==> src/rtl/rae_pkg.sv <==
// shared types and opcode constants for the risc alu execute step
// no dependencies
package rae_pkg;

    localparam int DataWidth   = 32;
    localparam int KindWidth   = 5;
    localparam int ShiftWidth  = 5;
    localparam int WordAddrLsb = 2;
    localparam int LuiShift    = 16;

    // opcodes
    localparam logic [KindWidth-1:0] OP_ADD  = 5'd0;
    localparam logic [KindWidth-1:0] OP_SUB  = 5'd1;
    localparam logic [KindWidth-1:0] OP_AND  = 5'd2;
    localparam logic [KindWidth-1:0] OP_OR   = 5'd3;
    localparam logic [KindWidth-1:0] OP_XOR  = 5'd4;
    localparam logic [KindWidth-1:0] OP_NOR  = 5'd5;
    localparam logic [KindWidth-1:0] OP_SLL  = 5'd6;
    localparam logic [KindWidth-1:0] OP_SRL  = 5'd7;
    localparam logic [KindWidth-1:0] OP_SLT  = 5'd8;
    localparam logic [KindWidth-1:0] OP_JR   = 5'd9;
    localparam logic [KindWidth-1:0] OP_J    = 5'd10;
    localparam logic [KindWidth-1:0] OP_JAL  = 5'd11;
    localparam logic [KindWidth-1:0] OP_LW   = 5'd12;
    localparam logic [KindWidth-1:0] OP_SW   = 5'd13;
    localparam logic [KindWidth-1:0] OP_LI   = 5'd14;
    localparam logic [KindWidth-1:0] OP_BEQ  = 5'd15;
    localparam logic [KindWidth-1:0] OP_BNE  = 5'd16;
    localparam logic [KindWidth-1:0] OP_LUI  = 5'd17;
    localparam logic [KindWidth-1:0] OP_SLTI = 5'd18;
    localparam logic [KindWidth-1:0] OP_ADDI = 5'd19;
    localparam logic [KindWidth-1:0] OP_ANDI = 5'd20;
    localparam logic [KindWidth-1:0] OP_ORI  = 5'd21;
    localparam logic [KindWidth-1:0] OP_XORI = 5'd22;

    // one decoded instruction with its operands
    typedef struct packed {
        logic [KindWidth-1:0]         kind;
        logic signed [DataWidth-1:0]  src_a;
        logic signed [DataWidth-1:0]  src_b;
        logic signed [DataWidth-1:0]  immediate;
        logic [ShiftWidth-1:0]        shift_amount;
        logic [DataWidth-1:0]         instr_address;
        logic [DataWidth-1:0]         jump_target;
    } rae_item_t;

    // one execute result
    typedef struct packed {
        logic                                write_enable;
        logic                                write_link;
        logic signed [DataWidth-1:0]         write_value;
        logic                                redirect;
        logic [DataWidth-1:0]                new_pc;
        logic                                mem_read;
        logic                                mem_write;
        logic [DataWidth-WordAddrLsb-1:0]    mem_word_address;
        logic signed [DataWidth-1:0]         store_value;
        logic                                operands_equal;
    } rae_result_t;

endpackage

==> src/rtl/risc_alu_execute_step.sv <==
// top level of the risc alu execute step: input stage, alu and result register
// depends on rae_pkg, rae_in_stage and rae_alu
//
// Execute stage for a 32-bit RISC integer subset. Each accepted request carries an
// opcode and its operands and yields exactly one result: a register write-back, a
// program counter redirect and/or a word-addressed load or store request. Unused
// opcodes give an all-zero result. Requests flow through two registers, an input
// register and a result register, with the alu logic between them, and one request
// can be accepted every cycle while the output is not stalled. A stall on the output
// fills the two registers and then stalls the input. There is no state besides the
// pipeline.
module risc_alu_execute_step (
    input  logic               clk,
    input  logic               rst_n,
    input  logic               in_valid,
    output logic               in_stall,
    input  logic [4:0]         kind,
    input  logic signed [31:0] src_a,
    input  logic signed [31:0] src_b,
    input  logic signed [31:0] immediate,
    input  logic [4:0]         shift_amount,
    input  logic [31:0]        instr_address,
    input  logic [31:0]        jump_target,
    output logic               out_valid,
    input  logic               out_stall,
    output logic               write_enable,
    output logic               write_link,
    output logic signed [31:0] write_value,
    output logic               redirect,
    output logic [31:0]        new_pc,
    output logic               mem_read,
    output logic               mem_write,
    output logic [29:0]        mem_word_address,
    output logic signed [31:0] store_value,
    output logic               operands_equal
);
    import rae_pkg::*;

    rae_item_t   in_item;
    rae_item_t   held_item;
    logic        held_valid;
    logic        held_take;
    rae_result_t alu_result;
    rae_result_t result_reg;
    logic        out_valid_reg;
    logic        out_valid_next;
    logic        result_load;

    // gather input fields
    always_comb
    begin
        in_item.kind          = kind;
        in_item.src_a         = src_a;
        in_item.src_b         = src_b;
        in_item.immediate     = immediate;
        in_item.shift_amount  = shift_amount;
        in_item.instr_address = instr_address;
        in_item.jump_target   = jump_target;
    end

    rae_in_stage u_in_stage (
        .clk        (clk),
        .rst_n      (rst_n),
        .in_valid   (in_valid),
        .in_stall   (in_stall),
        .in_item    (in_item),
        .held_valid (held_valid),
        .held_take  (held_take),
        .held_item  (held_item)
    );

    rae_alu u_alu (
        .item   (held_item),
        .result (alu_result)
    );

    // result register moves when empty or when its content is taken
    assign result_load = !out_valid_reg || !out_stall;
    assign held_take   = result_load;

    always_comb
    begin
        out_valid_next = out_valid_reg;
        if (result_load)
        begin
            out_valid_next = held_valid;
        end
    end

    always_ff @(posedge clk or negedge rst_n)
    begin
        if (!rst_n)
        begin
            out_valid_reg <= 1'b0;
        end
        else
        begin
            out_valid_reg <= out_valid_next;
        end
    end

    // result payload capture
    always_ff @(posedge clk)
    begin
        if (result_load && held_valid)
        begin
            result_reg <= alu_result;
        end
    end

    // output fields
    assign out_valid        = out_valid_reg;
    assign write_enable     = result_reg.write_enable;
    assign write_link       = result_reg.write_link;
    assign write_value      = result_reg.write_value;
    assign redirect         = result_reg.redirect;
    assign new_pc           = result_reg.new_pc;
    assign mem_read         = result_reg.mem_read;
    assign mem_write        = result_reg.mem_write;
    assign mem_word_address = result_reg.mem_word_address;
    assign store_value      = result_reg.store_value;
    assign operands_equal   = result_reg.operands_equal;

endmodule

==> src/rtl/rae_in_stage.sv <==
// input register stage: holds one accepted request until the result stage takes it
// depends on rae_pkg
module rae_in_stage (
    input  logic               clk,
    input  logic               rst_n,
    input  logic               in_valid,
    output logic               in_stall,
    input  rae_pkg::rae_item_t in_item,
    output logic               held_valid,
    input  logic               held_take,
    output rae_pkg::rae_item_t held_item
);
    import rae_pkg::*;

    logic      valid_reg;
    logic      valid_next;
    rae_item_t item_reg;
    logic      load;

    // stall only while holding a request that cannot move on
    assign in_stall = valid_reg && !held_take;
    assign load     = in_valid && !in_stall;

    // valid bit follows load and take
    always_comb
    begin
        valid_next = valid_reg;
        if (load)
        begin
            valid_next = 1'b1;
        end
        else if (held_take)
        begin
            valid_next = 1'b0;
        end
    end

    always_ff @(posedge clk or negedge rst_n)
    begin
        if (!rst_n)
        begin
            valid_reg <= 1'b0;
        end
        else
        begin
            valid_reg <= valid_next;
        end
    end

    // payload capture
    always_ff @(posedge clk)
    begin
        if (load)
        begin
            item_reg <= in_item;
        end
    end

    assign held_valid = valid_reg;
    assign held_item  = item_reg;

endmodule

==> src/rtl/rae_alu.sv <==
// combinational execute logic: alu, branch decision and memory request
// depends on rae_pkg
module rae_alu (
    input  rae_pkg::rae_item_t   item,
    output rae_pkg::rae_result_t result
);
    import rae_pkg::*;

    logic [DataWidth-1:0] a;
    logic [DataWidth-1:0] b;
    logic [DataWidth-1:0] imm;
    logic [DataWidth-1:0] mem_sum;
    logic                 a_eq_b;
    logic                 a_eq_imm;

    assign a        = item.src_a;
    assign b        = item.src_b;
    assign imm      = item.immediate;
    assign mem_sum  = a + imm;
    assign a_eq_b   = (a == b);
    assign a_eq_imm = (a == imm);

    // opcode decode, every field zero unless the opcode sets it
    always_comb
    begin
        result = '0;
        case (item.kind)
            OP_ADD:
            begin
                result.write_enable = 1'b1;
                result.write_value  = a + b;
            end
            OP_SUB:
            begin
                result.write_enable = 1'b1;
                result.write_value  = a - b;
            end
            OP_AND:
            begin
                result.write_enable = 1'b1;
                result.write_value  = a & b;
            end
            OP_OR:
            begin
                result.write_enable = 1'b1;
                result.write_value  = a | b;
            end
            OP_XOR:
            begin
                result.write_enable = 1'b1;
                result.write_value  = a ^ b;
            end
            OP_NOR:
            begin
                result.write_enable = 1'b1;
                result.write_value  = ~(a | b);
            end
            OP_SLL:
            begin
                result.write_enable = 1'b1;
                result.write_value  = a << item.shift_amount;
            end
            OP_SRL:
            begin
                result.write_enable = 1'b1;
                result.write_value  = a >> item.shift_amount;
            end
            OP_SLT:
            begin
                result.write_enable   = 1'b1;
                result.write_value    = {{(DataWidth-1){1'b0}},
                                         (item.src_a < item.src_b)};
                result.operands_equal = a_eq_b;
            end
            OP_JR:
            begin
                result.redirect = 1'b1;
                result.new_pc   = a;
            end
            OP_J:
            begin
                result.redirect = 1'b1;
                result.new_pc   = item.jump_target;
            end
            OP_JAL:
            begin
                result.redirect     = 1'b1;
                result.new_pc       = item.jump_target;
                result.write_enable = 1'b1;
                result.write_link   = 1'b1;
                result.write_value  = item.instr_address;
            end
            OP_LW:
            begin
                result.mem_read         = 1'b1;
                result.mem_word_address = mem_sum[DataWidth-1:WordAddrLsb];
            end
            OP_SW:
            begin
                result.mem_write        = 1'b1;
                result.mem_word_address = mem_sum[DataWidth-1:WordAddrLsb];
                result.store_value      = item.src_b;
            end
            OP_LI:
            begin
                result.write_enable = 1'b1;
                result.write_value  = imm;
            end
            OP_BEQ:
            begin
                if (a_eq_b)
                begin
                    result.operands_equal = 1'b1;
                    result.redirect       = 1'b1;
                    result.new_pc         = item.jump_target;
                end
            end
            OP_BNE:
            begin
                if (!a_eq_b)
                begin
                    result.redirect = 1'b1;
                    result.new_pc   = item.jump_target;
                end
            end
            OP_LUI:
            begin
                result.write_enable = 1'b1;
                result.write_value  = imm << LuiShift;
            end
            OP_SLTI:
            begin
                result.write_enable   = 1'b1;
                result.write_value    = {{(DataWidth-1){1'b0}},
                                         (item.src_a < item.immediate)};
                result.operands_equal = a_eq_imm;
            end
            OP_ADDI:
            begin
                result.write_enable = 1'b1;
                result.write_value  = a + imm;
            end
            OP_ANDI:
            begin
                result.write_enable = 1'b1;
                result.write_value  = a & imm;
            end
            OP_ORI:
            begin
                result.write_enable = 1'b1;
                result.write_value  = a | imm;
            end
            OP_XORI:
            begin
                result.write_enable = 1'b1;
                result.write_value  = a ^ imm;
            end
            default:
            begin
                result = '0;
            end
        endcase
    end

endmodule

==> config.mk <==
export PLATFORM = sky130hd
export DESIGN_NAME = risc_alu_execute_step
export DESIGN_NICKNAME = d
export VERILOG_FILES = /design/src/rtl/rae_pkg.sv /design/src/rtl/risc_alu_execute_step.sv /design/src/rtl/rae_in_stage.sv /design/src/rtl/rae_alu.sv
export SDC_FILE = /design/constraint.sdc
export NUM_CORES = 1
export LEC_CHECK = 0
export ABC_AREA = 1
export BUFFER_PORTS_ARGS = -buffer_cell sky130_fd_sc_hd__buf_2
export CAP_MARGIN = 30
export CELL_PAD_IN_SITES_DETAIL_PLACEMENT = 0
export CELL_PAD_IN_SITES_GLOBAL_PLACEMENT = 1
export CORE_MARGIN = 2
export CORE_UTILIZATION = 35
export CTS_CLUSTER_SIZE = 20
export DETAILED_ROUTE_END_ITERATION = 8
export PLACE_DENSITY = 0.67
export SYNTH_ARGS = -nofsm -noshare
export SYNTH_HDL_FRONTEND = slang
export SYNTH_SLANG_ARGS = --single-unit
==> constraint.sdc <==
create_clock -name clk -period 12.87 [get_ports clk]
set_clock_uncertainty 0.05 [all_clocks]
set_input_delay 2.574 -clock clk [delete_from_list [all_inputs] [get_ports clk]]
set_output_delay 2.574 -clock clk [all_outputs]
set_load 0.005 [all_outputs]
==> run metrics <==
status complete, no violations; Final nets 4360; Rel. slew slack 0.3834; core region area 72830 um2; Most used DFF post-synth edfxtp_1; Leakage Power 0.01461 uW; vias 26580; root buffer cell clkbuf_16; DR WL/cell 25.03 um; P&R area growth vs syn 14.15%; PortBufs 307; Critical Path End Type primary output; FP Rows 99; Gate power share 0.299; period utilization 0.4376; CP max FO 2; leading cell types in the layout, fill and taps excluded nand2_1 (1141), inv_1 (514), nand3_1 (511); Final Max Tran Viols 0; initial DRC count 3133; number of global-route vias before repair 25220; met2 wire length 55.23 mm; Yosys reg bits 304; IO Count 308; maxcap violations 0; die width 275.0 um; Int Power 2056 uW; Hold Vio Cnt, Final 0; final-report setup violation count 0; Post-Syn Area 25700 um2; post-synthesis async set-or-reset flop share 0.006579; top sig layer met5; post-layout util 0.4028; mean post-synth cell area 6.876 um2; Worst VDD drop 91.48 uV; crit start category input pin; CTS tree yes; TNS Setup 0 ns; Max Fclk 0.1776 GHz; Hold Buf Count CTS 0; Bufs on Longest Clock Path 3; die area 75600 um2; clk_lat worst skew 0.58 ns; CTS Sinks 304; Met3 Wirelength 9.659 mm; largest net degree at the start of global routing 99; Crit Path Category in2out; H-Tree Depth 2; Cells after Synth 3737; Area contributors post-synth edfxtp_1 (35%), nand2_1 (17%), nand3_1 (10%); post-synthesis net count 4108; Final GP Congestion 0.9930; max FFs per register 170; Starting Density 0.3528; # resized after CTS 0; GRT Util Overall 0.3225; share of layout cells above drive strength 1 0.1121; DRC Markers 0; Setup Buffers After CTS 0; drt total wl 124.5 mm; Final ANT Viol Nets 0; total grt overflow 0; sequential cell area fraction in the yosys report 0.3549; Worst EP arrival 3.01 ns; Critical Path RT 10.25 ns; RSZ-0062 raised after global routing false; Syn. warnings 0; sequential power share 0.389; Die H 275.0 um; area leader, netlist edfxtp_1; Cell variety after synth 48; number of buffers created by CTS 36; DR pass1 iterations 8; clock-pin slew on the worst setup and hold paths 0.06 ns; drt via density 5.342; number of synthesized flops with an enable pin 302; wl on met1 54.17 mm; Yosys top cell area share 0.3529; Hold WC Path Type reg2reg; most common cell after layout, fill and taps aside nand2_1; Switching Fraction 0.3725; clock network power share 0.312; P_sw 1220 uW; DP Wirelength 99.90 mm; Pwr Density 111.7 nW/um2; first-pass GRT wire length 174.0 mm; min cycle time layout 5.632 ns; Slew @ Worst Pin 0.9248 ns; initial antenna violation count 5
==> metrics by stage <==
stage	setup slack [ns]	cells	power, uW	instance area [um2]	hold WS (ns)
5_1_grt	7.185	4975	3421	29330	0.4942
4_1_cts	7.232	4974	3277	29300	0.4711
3_5_place_dp	7.236	4909	2248	28150	0.4590
2_1_floorplan	3.206	3737	1850	25700	0.3831
3_3_place_gp	7.224	4905	2248	28070	0.4267
6_report	7.238	4976	3276	29330	0.4554
==> cells in the mapped netlist (all sizes together) (8+ instances only) <==
| master | number |
|---|---|
| edfxtp | 302 |
| ha | 194 |
| nor2 | 432 |
| o21bai | 12 |
| nand2 | 1146 |
| o21ai | 150 |
| a21oi | 107 |
| o211ai | 35 |
| inv | 530 |
| o221ai | 8 |
| buf | 89 |
| nand3b | 13 |
| o22ai | 20 |
| xor2 | 19 |
| or2 | 12 |
| and2 | 19 |
| a22oi | 8 |
| nand3 | 512 |
| clkbuf | 41 |
| nor3 | 20 |
| nand4 | 44 |
==> metal layers <==
layer | vias up | global-route usage
met5 | - | 0
met2 | 1103 | 0.5091
met3 | 194 | 0.04722
met1 | 12670 | 0.4430
li1 | 12610 | -
met4 | 2 | 0.1292
==> final cells by class <==
cell class	count	area (um2)
Clock buffer	42	923.4
Clock inverter	23	235.2
Multi-Input combinational cell	2772	13970
Inverter	531	2001
Fill cell	7933	43500
Antenna cell	1	2.502
Timing Repair Buffer	344	1883
Tap cell	959	1200
Sequential cell	304	9119
==> worst max-delay path, cell delays in order <==
cell	delay [ns]
buf_2	0.11
nand2_1	0.07
nor2_1	0.12
buf_2	0.13
==> power groups by stage <==
| stage | clock [uW] | sequential [uW] | combinational (uW) |
|---|---|---|---|
| floorplan | 0 | 1280 | 568 |
| global placement | 0 | 1290 | 954 |
| detailed placement | 0 | 1290 | 955 |
| CTS | 1040 | 1270 | 960 |
| global route | 1070 | 1280 | 1070 |
| finish | 1020 | 1280 | 979 |
==> worst paths after layout <==
| path | start | endpoint | slack, ns | cells past startpoint |
|---|---|---|---|---|
| min reg2reg | u_in_stage.held_valid | out_valid | 0.46 | 2 |
| min | u_in_stage.held_valid | out_valid | 0.46 | 2 |
| max | out_stall | in_stall | 7.24 | 4 |
| max reg2reg | u_in_stage.held_item[150] | new_pc[1] | 9.18 | 12 |
| max in group asynchronous | rst_n | u_in_stage.held_valid | 10.94 | 1 |
| min in group asynchronous | rst_n | out_valid | 1.73 | 1 |
==> kinds of logic after synthesis <==
kind of cell | count (synthesis) | share of synthesized area
xor+xnor | 22 | 0.007498
flops | 304 | 0.3549
simple gates | 2202 | 0.3605
buf+inv | 661 | 0.1031
fa+ha+maj | 197 | 0.09680
mux | 1 | 0.0003895
compound gates | 350 | 0.07693
Note: power is estimated with default switching activity, not from simulation.
